`config.mk`:
```
export PLATFORM = sky130hd
export DESIGN_NAME = serial_camera_image_reader_core
export DESIGN_NICKNAME = d
export VERILOG_FILES = /design/src/rtl/core/scir_pkg.sv /design/src/rtl/core/scir_front.sv /design/src/rtl/core/scir_jobq.sv /design/src/rtl/core/scir_back.sv /design/src/rtl/core/serial_camera_image_reader_core.sv
export VERILOG_INCLUDE_DIRS = /design/src /design/src/rtl/core
export SDC_FILE = /design/constraint.sdc
export NUM_CORES = 1
export LEC_CHECK = 0
export BUFFER_PORTS_ARGS = -buffer_cell sky130_fd_sc_hd__buf_2
export CORE_ASPECT_RATIO = 0.7
export CORE_MARGIN = 2
export CORE_UTILIZATION = 45
export CTS_BUF_LIST = sky130_fd_sc_hd__clkbuf_16
export DETAILED_ROUTE_END_ITERATION = 16
export PLACE_DENSITY = 0.75
export SYNTH_ARGS = -nofsm -noshare
export SYNTH_HDL_FRONTEND = slang
export SYNTH_SLANG_ARGS = --single-unit
```
`constraint.sdc`:
```
create_clock -name clk -period 5.1 [get_ports clk]
set_clock_uncertainty 0.2 [all_clocks]
set_input_delay 0.765 -clock clk [delete_from_list [all_inputs] [get_ports clk]]
set_output_delay 0.765 -clock clk [all_outputs]
set_load 0.01 [all_outputs]
```
`src/rtl/core/serial_camera_image_reader_core_defines.svh`:
```
// ----------------------------------------------------------------------------
// Serial camera image reader: assertion macros
// Shared assertion wrappers, clocked on clk and disabled during reset.
// ----------------------------------------------------------------------------
`ifndef SERIAL_CAMERA_IMAGE_READER_CORE_DEFINES_SVH
`define SERIAL_CAMERA_IMAGE_READER_CORE_DEFINES_SVH

// Property must hold at every clock edge out of reset
`define SCIR_ASSERT(lbl, prop, msg) \
  lbl: assert property (@(posedge clk) disable iff (!rst_n) prop) \
    else $error(msg);

// Condition must never be seen out of reset
`define SCIR_NEVER(lbl, cond, msg) \
  `SCIR_ASSERT(lbl, !(cond), msg)

`endif

```
`src/rtl/core/scir_pkg.sv`:
```
// ----------------------------------------------------------------------------
// Serial camera image reader: package
// Item types, job types, protocol constants and the read command builder.
// ----------------------------------------------------------------------------
package scir_pkg;

  // Request codes
  localparam logic REQ_START = 1'b0;
  localparam logic REQ_BYTE  = 1'b1;

  // Result kinds
  localparam logic [1:0] KIND_CMD  = 2'd0;
  localparam logic [1:0] KIND_DATA = 2'd1;
  localparam logic [1:0] KIND_DONE = 2'd2;
  localparam logic [1:0] KIND_FAIL = 2'd3;

  // Read command bytes
  localparam logic [7:0] CMD_SERIAL    = 8'h56;
  localparam logic [7:0] CMD_READ_FBUF = 8'h32;
  localparam logic [7:0] CMD_ARG_LEN   = 8'h0C;
  localparam logic [7:0] CMD_FBUF_CTRL = 8'h0A;
  localparam logic [7:0] CMD_DELAY     = 8'h0A;
  localparam logic [7:0] BYTE_ZERO     = 8'h00;
  localparam logic [3:0] CMD_LAST      = 4'd15;

  // JPEG end of image marker
  localparam logic [7:0] MARK_FF = 8'hFF;
  localparam logic [7:0] MARK_D9 = 8'hD9;

  // Frame lengths: header and trailer, and final trailer after the first nonzero byte
  localparam logic [2:0] FRAME_LEN = 3'd5;
  localparam logic [2:0] FINAL_LEN = 3'd4;

  // Limits and reset values
  localparam logic [21:0] PCNT_MAX       = 22'h3FFFFF;
  localparam logic [23:0] LEN_MAX        = 24'hFFFFFF;
  localparam logic [15:0] PKT_BYTES_RST  = 16'd32;

  // Job queue geometry
  localparam int JQ_DEPTH = 4;
  localparam int JQ_AW    = 2;

  typedef enum logic [2:0] {
    PH_IDLE,
    PH_HEADER,
    PH_DATA,
    PH_TRAILER,
    PH_SKIPZ,
    PH_FINAL
  } phase_t;

  typedef enum logic [1:0] {
    JOB_CMD,
    JOB_DATA,
    JOB_DONE,
    JOB_FAIL
  } job_kind_t;

  typedef struct packed {
    logic        req_type;
    logic [7:0]  rx_byte;
    logic [23:0] image_length;
  } in_item_t;

  typedef struct packed {
    logic [1:0]  kind;
    logic [7:0]  value;
    logic        last;
    logic [23:0] byte_count;
    logic [21:0] packets_read;
  } out_item_t;

  // Work handed from front to back. For a command, count is the read
  // offset and size the packet size; for a report, count and pkts.
  typedef struct packed {
    job_kind_t   jk;
    logic [7:0]  value;
    logic [23:0] count;
    logic [21:0] pkts;
    logic [15:0] size;
  } job_t;

  typedef struct packed {
    logic full;
    logic empty;
  } jq_stat_t;

  // Byte idx of the 16-byte read command
  function automatic logic [7:0] cmd_byte(input logic [3:0]  idx,
                                          input logic [23:0] addr,
                                          input logic [15:0] size);
    logic [7:0] b;
    case (idx)
      4'd0:    b = CMD_SERIAL;
      4'd1:    b = BYTE_ZERO;
      4'd2:    b = CMD_READ_FBUF;
      4'd3:    b = CMD_ARG_LEN;
      4'd4:    b = BYTE_ZERO;
      4'd5:    b = CMD_FBUF_CTRL;
      4'd6:    b = BYTE_ZERO;
      4'd7:    b = addr[23:16];
      4'd8:    b = addr[15:8];
      4'd9:    b = addr[7:0];
      4'd10:   b = BYTE_ZERO;
      4'd11:   b = BYTE_ZERO;
      4'd12:   b = size[15:8];
      4'd13:   b = size[7:0];
      4'd14:   b = BYTE_ZERO;
      4'd15:   b = CMD_DELAY;
      default: b = BYTE_ZERO;
    endcase
    return b;
  endfunction

endpackage

```
`src/rtl/core/scir_front.sv`:
```
// ----------------------------------------------------------------------------
// Serial camera image reader: front end
// Accepts requests and camera bytes, tracks the packet protocol and queues
// command, data and report jobs for the back end.
// ----------------------------------------------------------------------------
module scir_front (
  input  logic               clk,
  input  logic               rst_n,
  input  logic               in_push,
  output logic               in_full,
  input  scir_pkg::in_item_t in_item,
  input  logic               cfg_we,
  input  logic [15:0]        cfg_wdata,
  input  scir_pkg::jq_stat_t q_stat,
  output logic               job_push,
  output scir_pkg::job_t     job
);
  import scir_pkg::*;

  phase_t      phase_r, phase_nxt;
  logic [2:0]  fbi_r, fbi_nxt;
  logic [15:0] di_r, di_nxt;
  logic [24:0] comp_r, comp_nxt;
  logic [23:0] exp_r, exp_nxt;
  logic [7:0]  prev_r, prev_nxt;
  logic [21:0] pcnt_r, pcnt_nxt;
  logic        failed_r, failed_nxt;
  logic [15:0] pkt_r, pkt_nxt;

  logic        accept;
  logic        is_start;
  logic [2:0]  fbi_inc;
  logic [15:0] di_inc;
  logic        eoi;
  logic [24:0] sum;
  logic [24:0] comp_upd;
  logic        fail_now;
  logic        pkt_end;
  logic [21:0] pcnt_inc;
  logic [23:0] bc_sat;

  // Take an item whenever the job queue has room
  assign in_full  = q_stat.full;
  assign accept   = in_push && !q_stat.full;
  assign is_start = (in_item.req_type == REQ_START);

  // Shared counters and compares
  assign fbi_inc  = fbi_r + 3'd1;
  assign di_inc   = di_r + 16'd1;
  assign eoi      = (prev_r == MARK_FF) && (in_item.rx_byte == MARK_D9);
  assign sum      = comp_r + {9'd0, di_inc};
  assign comp_upd = eoi ? sum : comp_r;
  assign fail_now = failed_r || (comp_upd > {1'b0, exp_r});
  assign pkt_end  = (di_inc >= pkt_r);
  assign pcnt_inc = (pcnt_r != PCNT_MAX) ? (pcnt_r + 22'd1) : pcnt_r;
  assign bc_sat   = comp_r[24] ? LEN_MAX : comp_r[23:0];

  // Next phase
  always_comb begin
    phase_nxt = phase_r;
    if (accept) begin
      if (is_start) begin
        phase_nxt = PH_HEADER;
      end else begin
        case (phase_r)
          PH_HEADER: begin
            if (fbi_inc >= FRAME_LEN) begin
              phase_nxt = (pkt_r != 16'd0) ? PH_DATA : PH_TRAILER;
            end
          end
          PH_DATA: begin
            if (eoi || fail_now) begin
              phase_nxt = PH_SKIPZ;
            end else if (pkt_end) begin
              phase_nxt = PH_TRAILER;
            end
          end
          PH_TRAILER: begin
            if (fbi_inc >= FRAME_LEN) begin
              phase_nxt = PH_HEADER;
            end
          end
          PH_SKIPZ: begin
            if (in_item.rx_byte != BYTE_ZERO) begin
              phase_nxt = PH_FINAL;
            end
          end
          PH_FINAL: begin
            if (fbi_inc >= FINAL_LEN) begin
              phase_nxt = PH_IDLE;
            end
          end
          default: phase_nxt = phase_r;
        endcase
      end
    end
  end

  // Counters, download state and queued jobs
  always_comb begin
    fbi_nxt    = fbi_r;
    di_nxt     = di_r;
    comp_nxt   = comp_r;
    exp_nxt    = exp_r;
    prev_nxt   = prev_r;
    pcnt_nxt   = pcnt_r;
    failed_nxt = failed_r;
    pkt_nxt    = cfg_we ? {cfg_wdata[15:3], 3'b000} : pkt_r;
    job_push   = 1'b0;
    job.jk     = JOB_DATA;
    job.value  = in_item.rx_byte;
    job.count  = comp_r[23:0];
    job.pkts   = pcnt_r;
    job.size   = pkt_r;
    if (accept) begin
      if (is_start) begin
        // Restart the download and issue the first read command
        exp_nxt    = in_item.image_length;
        comp_nxt   = '0;
        prev_nxt   = '0;
        failed_nxt = 1'b0;
        di_nxt     = '0;
        fbi_nxt    = '0;
        pcnt_nxt   = 22'd1;
        job_push   = 1'b1;
        job.jk     = JOB_CMD;
        job.count  = '0;
      end else begin
        case (phase_r)
          PH_HEADER: begin
            fbi_nxt = fbi_inc;
            if (fbi_inc >= FRAME_LEN) begin
              fbi_nxt = '0;
              di_nxt  = '0;
            end
          end
          PH_DATA: begin
            // Forward the data byte and watch for the end marker and overrun
            job_push   = 1'b1;
            job.jk     = JOB_DATA;
            di_nxt     = di_inc;
            prev_nxt   = in_item.rx_byte;
            comp_nxt   = comp_upd;
            failed_nxt = fail_now;
            if (!(eoi || fail_now) && pkt_end) begin
              comp_nxt = sum;
              fbi_nxt  = '0;
            end
          end
          PH_TRAILER: begin
            fbi_nxt = fbi_inc;
            if (fbi_inc >= FRAME_LEN) begin
              fbi_nxt  = '0;
              pcnt_nxt = pcnt_inc;
              job_push = 1'b1;
              job.jk   = JOB_CMD;
            end
          end
          PH_SKIPZ: begin
            if (in_item.rx_byte != BYTE_ZERO) begin
              fbi_nxt = '0;
            end
          end
          PH_FINAL: begin
            fbi_nxt = fbi_inc;
            if (fbi_inc >= FINAL_LEN) begin
              fbi_nxt   = '0;
              job_push  = 1'b1;
              job.jk    = failed_r ? JOB_FAIL : JOB_DONE;
              job.count = bc_sat;
            end
          end
          default: fbi_nxt = fbi_r;
        endcase
      end
    end
  end

  always_ff @(posedge clk) begin
    if (!rst_n) begin
      phase_r  <= PH_IDLE;
      fbi_r    <= '0;
      di_r     <= '0;
      comp_r   <= '0;
      exp_r    <= '0;
      prev_r   <= '0;
      pcnt_r   <= '0;
      failed_r <= 1'b0;
      pkt_r    <= PKT_BYTES_RST;
    end else begin
      phase_r  <= phase_nxt;
      fbi_r    <= fbi_nxt;
      di_r     <= di_nxt;
      comp_r   <= comp_nxt;
      exp_r    <= exp_nxt;
      prev_r   <= prev_nxt;
      pcnt_r   <= pcnt_nxt;
      failed_r <= failed_nxt;
      pkt_r    <= pkt_nxt;
    end
  end

endmodule

```
`src/rtl/core/scir_jobq.sv`:
```
// ----------------------------------------------------------------------------
// Serial camera image reader: job queue
// Short FIFO of jobs between the front end and the back end.
// ----------------------------------------------------------------------------
`include "serial_camera_image_reader_core_defines.svh"

module scir_jobq (
  input  logic               clk,
  input  logic               rst_n,
  input  logic               push,
  input  scir_pkg::job_t     wr_job,
  input  logic               pop,
  output scir_pkg::job_t     head,
  output scir_pkg::jq_stat_t stat
);
  import scir_pkg::*;

  job_t             mem_r [JQ_DEPTH];
  logic [JQ_AW-1:0] wr_ptr_r, wr_ptr_nxt;
  logic [JQ_AW-1:0] rd_ptr_r, rd_ptr_nxt;
  logic [JQ_AW:0]   cnt_r, cnt_nxt;

  assign stat.full  = (cnt_r == (JQ_AW+1)'(JQ_DEPTH));
  assign stat.empty = (cnt_r == '0);
  assign head       = mem_r[rd_ptr_r];

  // Advance pointers and fill level
  always_comb begin
    wr_ptr_nxt = push ? (wr_ptr_r + 1'b1) : wr_ptr_r;
    rd_ptr_nxt = pop ? (rd_ptr_r + 1'b1) : rd_ptr_r;
    case ({push, pop})
      2'b10:   cnt_nxt = cnt_r + 1'b1;
      2'b01:   cnt_nxt = cnt_r - 1'b1;
      default: cnt_nxt = cnt_r;
    endcase
  end

  // Store the pushed job
  always_ff @(posedge clk) begin
    if (push) begin
      mem_r[wr_ptr_r] <= wr_job;
    end
  end

  always_ff @(posedge clk) begin
    if (!rst_n) begin
      wr_ptr_r <= '0;
      rd_ptr_r <= '0;
      cnt_r    <= '0;
    end else begin
      wr_ptr_r <= wr_ptr_nxt;
      rd_ptr_r <= rd_ptr_nxt;
      cnt_r    <= cnt_nxt;
    end
  end

  `SCIR_NEVER(a_jq_overflow, push && stat.full, "job pushed into a full queue")
  `SCIR_NEVER(a_jq_underflow, pop && stat.empty, "job popped from an empty queue")
  `SCIR_ASSERT(a_jq_level, cnt_r <= (JQ_AW+1)'(JQ_DEPTH), "queue level beyond depth")
  `SCIR_ASSERT(a_jq_ptrs, (wr_ptr_r - rd_ptr_r) == cnt_r[JQ_AW-1:0], "pointers disagree")

endmodule

```
`src/rtl/core/scir_back.sv`:
```
// ----------------------------------------------------------------------------
// Serial camera image reader: back end
// Expands queued jobs into result items: a command job into its 16 bytes,
// data and report jobs into one item each, through an output register.
// ----------------------------------------------------------------------------
`include "serial_camera_image_reader_core_defines.svh"

module scir_back (
  input  logic                clk,
  input  logic                rst_n,
  input  scir_pkg::job_t      head,
  input  scir_pkg::jq_stat_t  q_stat,
  output logic                q_pop,
  output logic                out_empty,
  input  logic                out_pop,
  output scir_pkg::out_item_t out_item
);
  import scir_pkg::*;

  logic [3:0] idx_r, idx_nxt;
  logic       out_valid_r, out_valid_nxt;
  out_item_t  out_r;
  out_item_t  res;
  logic       adv;
  logic       take;
  logic       cmd_done;

  assign adv      = !out_valid_r || out_pop;
  assign take     = adv && !q_stat.empty;
  assign cmd_done = (idx_r == CMD_LAST);
  assign q_pop    = take && ((head.jk != JOB_CMD) || cmd_done);

  // Build the result for the job at the queue head
  always_comb begin
    res.kind         = KIND_DATA;
    res.value        = head.value;
    res.last         = 1'b0;
    res.byte_count   = '0;
    res.packets_read = '0;
    case (head.jk)
      JOB_CMD: begin
        res.kind  = KIND_CMD;
        res.value = cmd_byte(idx_r, head.count, head.size);
        res.last  = cmd_done;
      end
      JOB_DATA: begin
        res.kind = KIND_DATA;
      end
      JOB_DONE, JOB_FAIL: begin
        res.kind         = (head.jk == JOB_FAIL) ? KIND_FAIL : KIND_DONE;
        res.value        = BYTE_ZERO;
        res.last         = 1'b1;
        res.byte_count   = head.count;
        res.packets_read = head.pkts;
      end
      default: res.kind = KIND_DATA;
    endcase
  end

  // Step through command bytes and refill the output register
  always_comb begin
    idx_nxt = idx_r;
    if (take && (head.jk == JOB_CMD)) begin
      idx_nxt = cmd_done ? 4'd0 : (idx_r + 4'd1);
    end
    out_valid_nxt = adv ? !q_stat.empty : out_valid_r;
  end

  always_ff @(posedge clk) begin
    if (!rst_n) begin
      idx_r       <= '0;
      out_valid_r <= 1'b0;
    end else begin
      idx_r       <= idx_nxt;
      out_valid_r <= out_valid_nxt;
    end
  end

  // Hold payload until the next item is taken
  always_ff @(posedge clk) begin
    if (take) begin
      out_r <= res;
    end
  end

  assign out_empty = !out_valid_r;
  assign out_item  = out_r;

  `SCIR_NEVER(a_bk_orphan, (idx_r != '0) && q_stat.empty, "command run lost its job")

endmodule

```
`src/rtl/core/serial_camera_image_reader_core.sv`:
```
// A result reaches out_item through the job queue and then the output register.
// Throughput: one item per cycle while the 4-entry job queue has room.
// A read command holds the back end for 16 bytes, one per cycle unless the output stalls.
// Every other job gives a single result item.
// Reset: synchronous, active low; idle, queue empty, packet size back to 32.
// ----------------------------------------------------------------------------
// Serial camera image reader: top level
// Front end tracks the camera packet protocol, back end emits result items.
// ----------------------------------------------------------------------------
module serial_camera_image_reader_core (
  input  logic                clk,
  input  logic                rst_n,
  input  logic                in_push,
  output logic                in_full,
  input  scir_pkg::in_item_t  in_item,
  output logic                out_empty,
  input  logic                out_pop,
  output scir_pkg::out_item_t out_item,
  input  logic                cfg_we,
  input  logic [15:0]         cfg_wdata
);
  import scir_pkg::*;

  jq_stat_t q_stat;
  logic     job_push;
  job_t     job;
  logic     q_pop;
  job_t     q_head;

  scir_front u_front (
    .clk      (clk),
    .rst_n    (rst_n),
    .in_push  (in_push),
    .in_full  (in_full),
    .in_item  (in_item),
    .cfg_we   (cfg_we),
    .cfg_wdata(cfg_wdata),
    .q_stat   (q_stat),
    .job_push (job_push),
    .job      (job)
  );

  scir_jobq u_jobq (
    .clk   (clk),
    .rst_n (rst_n),
    .push  (job_push),
    .wr_job(job),
    .pop   (q_pop),
    .head  (q_head),
    .stat  (q_stat)
  );

  scir_back u_back (
    .clk      (clk),
    .rst_n    (rst_n),
    .head     (q_head),
    .q_stat   (q_stat),
    .q_pop    (q_pop),
    .out_empty(out_empty),
    .out_pop  (out_pop),
    .out_item (out_item)
  );

endmodule

```
Yosys cells after proc, flatten, opt, wreduce, memory -nomap -nowiden
Memories as Yosys holds them, arrays and structs flattened. A register that Yosys moved wholly into a read port is not among the register bits.
Index checks and enable logic that the tools add are counted.
{"block": "op_classes", "n_addsub": 9, "mul": 0, "div": 0, "n_lt_le_gt_ge": 4, "eq_ne": 42, "shifts": 0, "mux": 56, "bitwise": 1, "n_reduce_logical": 31}
{"op": "24-bit two-way mux", "count": 5}
{"op": "25-bit two-way mux", "count": 4}
{"op": "22-bit two-way mux", "count": 4}
{"op": "8-bit case mux with 10 select lines", "count": 1}
{"op": "3-bit two-way mux", "count": 12}
{"op": "4-bit equality test, second input constant", "count": 8}
{"op": "16-bit two-way mux", "count": 2}
{"op": "16-bit case mux with 2 select lines", "count": 1}
{"op": "25-bit by 16-bit adder with 25-bit output", "count": 1}
{"op": "25-bit by 24-bit > comparator with 1-bit output", "count": 1}
{"op": "22-bit by 1-bit adder with 22-bit output, second input constant", "count": 1}
{"op": "22-bit != test, second input constant", "count": 1}
{"op": "9-bit case mux with 2 select lines", "count": 1}
{"op": "16-bit by 1-bit adder with 16-bit output, second input constant", "count": 1}
{"op": "4-bit by 3-bit equality test with 1-bit output, second input constant", "count": 4}
{"op": "8-bit equality test, second input constant", "count": 2}
{"op": "16-bit greater-or-equal comparator", "count": 1}
{"op": "8-bit two-way mux", "count": 2}
{"op": "16-bit nonzero test", "count": 1}
{"op": "3-bit by 2-bit != test with 1-bit output, second input constant", "count": 5}
{"op": "3-bit case mux with 5 select lines", "count": 1}
{"op": "1-bit two-way mux", "count": 12}
{"op": "3-bit case mux with 4 select lines", "count": 1}
{"op": "2-bit two-way mux", "count": 5}
{"op": "other kinds (37)", "count": 66}
{"block": "totals", "regBits": 184, "latchBits": 0, "ramBits": 276, "mem_bits_ro": 0, "in_bits": 54, "output_inout_bits": 59, "word_cells": 163, "n_memories": 1}
{"memory": "u_jobq.mem_r", "words": 4, "width": 69, "rd": 1, "rd_clocked_by_memory_dff": 1, "write_ports": 1, "line_no": "scir_jobq.sv:18", "text": "job_t mem_r [JQ_DEPTH];"}

Longest topological paths before layout
{"block": "depth", "word_depth": 11, "mapped_depth": 25, "ltp_nobuf": 23}

By module
Synthesis repeated with hierarchy kept, for this count alone.
{"block": "unflattened", "cells_unflattened": 1651, "area_unflattened_um2": 21518.1}
{"module": "scir_jobq", "instances": 1, "cells_each": 422, "area_each_um2": 10918.0, "seq_area_each_um2": 8828.5}
{"module": "scir_front", "instances": 1, "cells_each": 989, "area_each_um2": 7609.8, "seq_area_each_um2": 2302.2}
{"module": "scir_back", "instances": 1, "cells_each": 240, "area_each_um2": 2990.4, "seq_area_each_um2": 1811.7}

Worst setup path after synthesis
OpenSTA, ideal clock, no wires.
{"block": "synth_path", "path_kind": "register to register", "start": "register u_front.di_r[2]", "end": "register u_front.comp_r[24]", "arrival_ps": 4773, "path_slack_ps": -13, "stages_incl_launch_ff": 25, "path_buffers": 3, "period_less_slack_ps": 5113, "path_cell_list": "dfxtp_1 clkbuf_2 nand3_1 nor3_1 and3_1 and3_1 xor2_1 ha_1 nand3_1 o22a_1 o31ai_2 o41ai_2 buf_4 nor3_1 xor2_1 ha_1 a21o_1 a21oi_1 and3_1 o211a_1 o211a_1 nor2_1 clkbuf_1 o311ai_0 o211ai_1"}
{"block": "synth_between", "elab_chain_cells": 11}
{"item": "start, declared", "line_no": "scir_front.sv:22", "text": "logic [15:0] di_r, di_nxt;"}
{"item": "start signal, assigned", "line_no": "scir_front.sv:193", "text": "di_r <= di_nxt;"}
{"item": "16-bit by 1-bit adder with 16-bit output *", "line_no": "scir_front.sv:49", "text": "assign di_inc = di_r + 16'd1;"}
{"item": "25-bit by 16-bit adder with 25-bit output", "line_no": "scir_front.sv:51", "text": "assign sum = comp_r + {9'd0, di_inc};"}
{"item": "25-bit two-way mux", "line_no": "scir_front.sv:52", "text": "assign comp_upd = eoi ? sum : comp_r;"}
{"item": "25-bit by 24-bit > comparator with 1-bit output", "line_no": "scir_front.sv:53", "text": "assign fail_now = failed_r || (comp_upd > {1'b0, exp_r});"}
{"item": "1-bit logical OR", "line_no": "scir_front.sv:53"}
{"item": "1-bit logical OR", "line_no": "scir_front.sv:145", "text": "if (!(eoi || fail_now) && pkt_end) begin"}
{"item": "1-bit zero test", "line_no": "scir_front.sv:145"}
{"item": "1-bit logical AND", "line_no": "scir_front.sv:145"}
{"item": "25-bit two-way mux *", "line_no": "scir_front.sv:145"}
{"item": "25-bit two-way mux *", "line_no": "scir_front.sv:129", "text": "case (phase_r)"}
{"item": "25-bit two-way mux *", "line_no": "scir_front.sv:116", "text": "if (is_start) begin"}
{"item": "end signal, assigned", "line_no": "scir_front.sv:194", "text": "comp_r <= comp_nxt;"}
{"item": "end, declared", "line_no": "scir_front.sv:23", "text": "logic [24:0] comp_r, comp_nxt;"}
Mark *: on every way between the ends. The rest lies on a longest branch, timed or not. The select of a mux whose other input is x is not followed.
A chain may end at the register's enable or synchronous reset.

Worst setup path in the final report
{"block": "layout_path", "start": "register u_front.di_r[6]", "end": "register u_front.fbi_r[2]"}
{"block": "layout_between", "elab_chain_cells": 10}
{"item": "16-bit by 1-bit adder with 16-bit output *", "line_no": "scir_front.sv:49"}
{"item": "25-bit by 16-bit adder with 25-bit output", "line_no": "scir_front.sv:51"}
{"item": "25-bit two-way mux", "line_no": "scir_front.sv:52"}
{"item": "25-bit by 24-bit > comparator with 1-bit output", "line_no": "scir_front.sv:53"}
{"item": "1-bit logical OR", "line_no": "scir_front.sv:53"}
{"item": "1-bit logical OR", "line_no": "scir_front.sv:145"}
{"item": "1-bit zero test", "line_no": "scir_front.sv:145"}
{"item": "1-bit logical AND *", "line_no": "scir_front.sv:145"}
{"item": "3-bit by 2-bit != test with 1-bit output (no source line) *"}
{"item": "4-bit AND reduction (no source line) *"}
{"item": "end signal, assigned", "line_no": "scir_front.sv:192", "text": "fbi_r <= fbi_nxt;"}
{"item": "end, declared", "line_no": "scir_front.sv:21", "text": "logic [2:0] fbi_r, fbi_nxt;"}
Mark *: on every way between the ends. The rest lies on a longest branch, timed or not.

==> results.md <==
- Status: finished, violations left
- Failing checks: setup timing
- Layout cells sized above 1: 27.0%
- Top Ports: 113
- Internal: 7.12 mW
- RSZ-0062 raised after global routing: yes
- WL/cell: 20.0 um
- Total of max-cap violations: 0
- DR iter-0 viols: 1298
- Final antenna-violating net count: 0
- Sequential share of power: 48.0%
- DP HPWL: 32000 um
- Chip Height: 183 um
- Hold Path End: u_front.pkt_r[15]$_SDFFE_PN0P_
- Pwr/cell area: 399 nW/um^2
- FILL cells: 3614
- Row count: 65
- FF-to-FF Start: u_front.di_r[6]$_SDFFE_PN0P_
- Final worst-path setup slack: -124 ps
- Worst skew pair latency: 570 ps
- Ys flop type: edfxtp_1
- XOR/XNOR share of the synthesized area: 2.56%
- Vias per cell: 5.61
- Switching power: 2.73 mW
- Detailed Route WL: 49300 um
- Min-delay worst type: in -> reg
- Post-layout util: 54.9%
- Initial antenna violation count: 2
- Die ar.: 47300 um^2
- CTS H-tree depth: 2
- Drt pass-1 iters: 5
- Crit path DAT: 5450 ps
- Global route total overflow: 0
- Root Driver: clkbuf_16
- Cell depth of the worst hold path: 3
- Switching share of total power: 27.8%
- Period utilization: 102%
- Sequential area share after synthesis: 61.4%
- Vias: 13800
- Max Clk Rate: 191 MHz
- Critical path type: reg -> reg
- Cell variety after synth: 81
- CTS Hold Bufs: 0
- Reg2reg path depth: 24
- Initial Util: 45.5%
- Synth Warn #: 0
- Worst-path clk slew: 60 ps
- Layout Area Growth over Synthesis: 20.5%
- Post-Synth Simple-Gate Area: 12.3%
- Largest family of logic cells by synthesized area: simple AND/OR/NAND/NOR gates
- Die Width: 259 um
- I/O Buffers: 109
- Syn Nets: 1721
- EDFF count, synth: 333
- DRC violations left: 0
- Cells after Synth: 1599
- DP Area: 22400 um^2
- # nets final: 1941
- Synth Area in Adders: 4.22%
- Fin. max-slew vios: 0
- CTS sink count: 462
- First-pass GRT wire length: 75600 um
- Hold_sp: cfg_wdata[15]
- Largest net degree at the start of global routing: 76
- Worst Max-Slew Pin Slew: 1210 ps
- CP Capture Type: register
- Req. time, crit path: 5320 ps
- Fin crit period: 5220 ps
- CTS tree: yes
- Clock group share of total power: 31.7%
- Async SR Flop Fraction: 0%
- VDD IR max: 0.000263 V
- RePlAce Congestion: 0.911
- CP startpoint kind: register
- CORE AREA: 45100 um^2
- Longest Clk Path Bufs: 3
- Total GRT Usage: 20.6%
- Post-route design area: 24700 um^2
- Reg-to-Reg End: u_front.fbi_r[2]$_SDFFE_PN0P_
- Relative slew margins: 19.4%
- Syn_area_per_cell: 12.8 um^2
- Final setup vio count: 26
- CTS buffer count: 43
- Final Hold Fails: 0
- Compound-cell area share of the yosys netlist: 8.44%
- Synthesized cell area: 20500 um^2
- Cell leakage power: 8.92 nW
- Vias in the first global route: 13400
- Proportion of synthesized area in mux cells: 8.26%
- FF-to-FF setup slack: -120 ps
- Comb pwr share: 20.3%
- #FFs+latches synth: 462
- Worst Path Max Fanout: 6
-- area by class of cell --
class,instances,area [um^2],share of cell area [%]
sequential,462,12600,51.0
inverter,69,259,1.05
multi-input combinational,992,7980,32.3
antenna,2,5.00,0.0203
tap,603,754,3.05
clock inverter,36,275,1.11
timing repair buffer,251,1750,7.07
clock buffer,44,1100,4.46
-- placed cells by master (no fill, tap or decap), types with 16 or more instances in the layout --
cell type and instances:
edfxtp_1 333, nand2_1 140, o21ai_0 42, ha_1 58, nor2_1 155, buf_4 127
buf_2 109, a22oi_1 20, inv_1 77, clkbuf_16 46, and2_1 47, dfxtp_1 121
mux4_2 69, xnor2_1 30, a21oi_1 72, nand3_1 35, nand4_1 16
-- worst max path at each step --
stage / start / slack [ps] / depth (start not counted) / end
after detailed placement: u_front.di_r[0]$_SDFFE_PN0P_ / -500 / 24 / u_front.comp_r[9]$_SDFFE_PN0P_
final: u_front.di_r[6]$_SDFFE_PN0P_ / -120 / 24 / u_front.fbi_r[2]$_SDFFE_PN0P_
after CTS: u_front.di_r[7]$_SDFFE_PN0P_ / 3 / 26 / u_front.phase_r[2]$_SDFFE_PN0P_
after global placement: u_front.di_r[0]$_SDFFE_PN0P_ / -300 / 21 / u_front.comp_r[4]$_SDFFE_PN0P_
after global routing: u_front.di_r[1]$_SDFFE_PN0P_ / -300 / 25 / u_front.fbi_r[2]$_SDFFE_PN0P_
after floorplan: u_front.di_r[0]$_SDFFE_PN0P_ / 50 / 25 / u_front.comp_r[18]$_SDFFE_PN0P_
-- sequential cells by signal, summed over array words and instances (netlist names), 4 cells and up, named ones only --
register	flops
u_jobq.mem_r	276
u_back.out_item	57
u_front.comp_r	25
u_front.exp_r	24
u_front.pcnt_r	22
u_front.di_r	16
u_front.pkt_r	13
u_front.prev_r	8
u_back.idx_r	4
-- worst max-delay path: stages (launching register included) --
cell	delay (ps)
dfxtp_2	330
nand4_1	240
nor2_4	190
and3_4	220
xor2_2	180
ha_1	280
and3_4	190
o211ai_1	110
a21oi_2	70
o41ai_2	420
o21ai_1	140
a21oi_1	160
buf_4	180
nor3_2	70
xor2_2	200
ha_4	310
nand3_2	70
nor3_2	170
nand3b_1	120
buf_4	150
a311o_1	390
a21boi_2	230
o21bai_4	120
o211ai_1	230
o41ai_2	100
-- kinds of logic after synthesis --
family / Yosys count
mux: 83
xor+xnor: 60
buf+inv: 146
compound gates: 262
simple gates: 518
fa+ha+maj: 68
flops: 462
-- cells in the mapped netlist (all sizes together), types with 13 or more instances --
| cell type | number | share of area (%) |
|---|---|---|
| a22oi | 21 | 0.77 |
| buf | 25 | 0.62 |
| a21oi | 79 | 1.9 |
| inv | 69 | 1.3 |
| nor2 | 161 | 2.9 |
| and2 | 51 | 1.6 |
| mux2i | 14 | 0.68 |
| clkbuf | 52 | 0.96 |
| nand3 | 42 | 1.1 |
| nand2 | 143 | 2.6 |
| nand4 | 16 | 0.49 |
| ha | 66 | 4.0 |
| edfxtp | 333 | 49 |
| nor3 | 25 | 0.78 |
| and3 | 13 | 0.40 |
| o21ai | 61 | 1.5 |
| xor2 | 26 | 1.1 |
| dfxtp | 129 | 13 |
| xnor2 | 34 | 1.5 |
| mux4 | 69 | 7.6 |
-- per-stage QoR --
stage	setup TNS (ps)	total power, mW	instances	setup WS [ps]	hold WS (ps)
CTS	0	9.86	2438	3.19	217
floorplan	0	6.03	1599	52.8	236
global placement	-5000	6.66	2348	-300	247
finish	-2070	9.85	2459	-124	236
global route	-7410	10.3	2458	-300	236
detailed placement	-10980	6.72	2348	-498	250
-- power by group through the flow --
stage	clock [mW]	sequential, mW	combinational, mW
global placement	0	4.79	1.88
CTS	3.16	4.74	1.95
finish	3.12	4.73	2.00
detailed placement	0	4.81	1.91
floorplan	0	4.91	1.12
global route	3.31	4.78	2.19
-- per-layer routing --
layer	wire length [um]	track usage, %	vias to the layer above
met3	4530	3.57	62
li1	-	-	6366
met2	21400	30.5	613
met5	13	0	-
met4	748	4.28	2
met1	22600	31.7	6749
-- timing repair --
| action | in CTS | in global routing |
|---|---|---|
| setup endpoints to repair | 31 | 31 |
| cloned | 0 | 3 |
| resized for setup | 45 | 87 |
| buffers inserted | 10 | 17 |
| pin swaps | 26 | 51 |
Note: power is estimated with default switching activity, not from simulation.
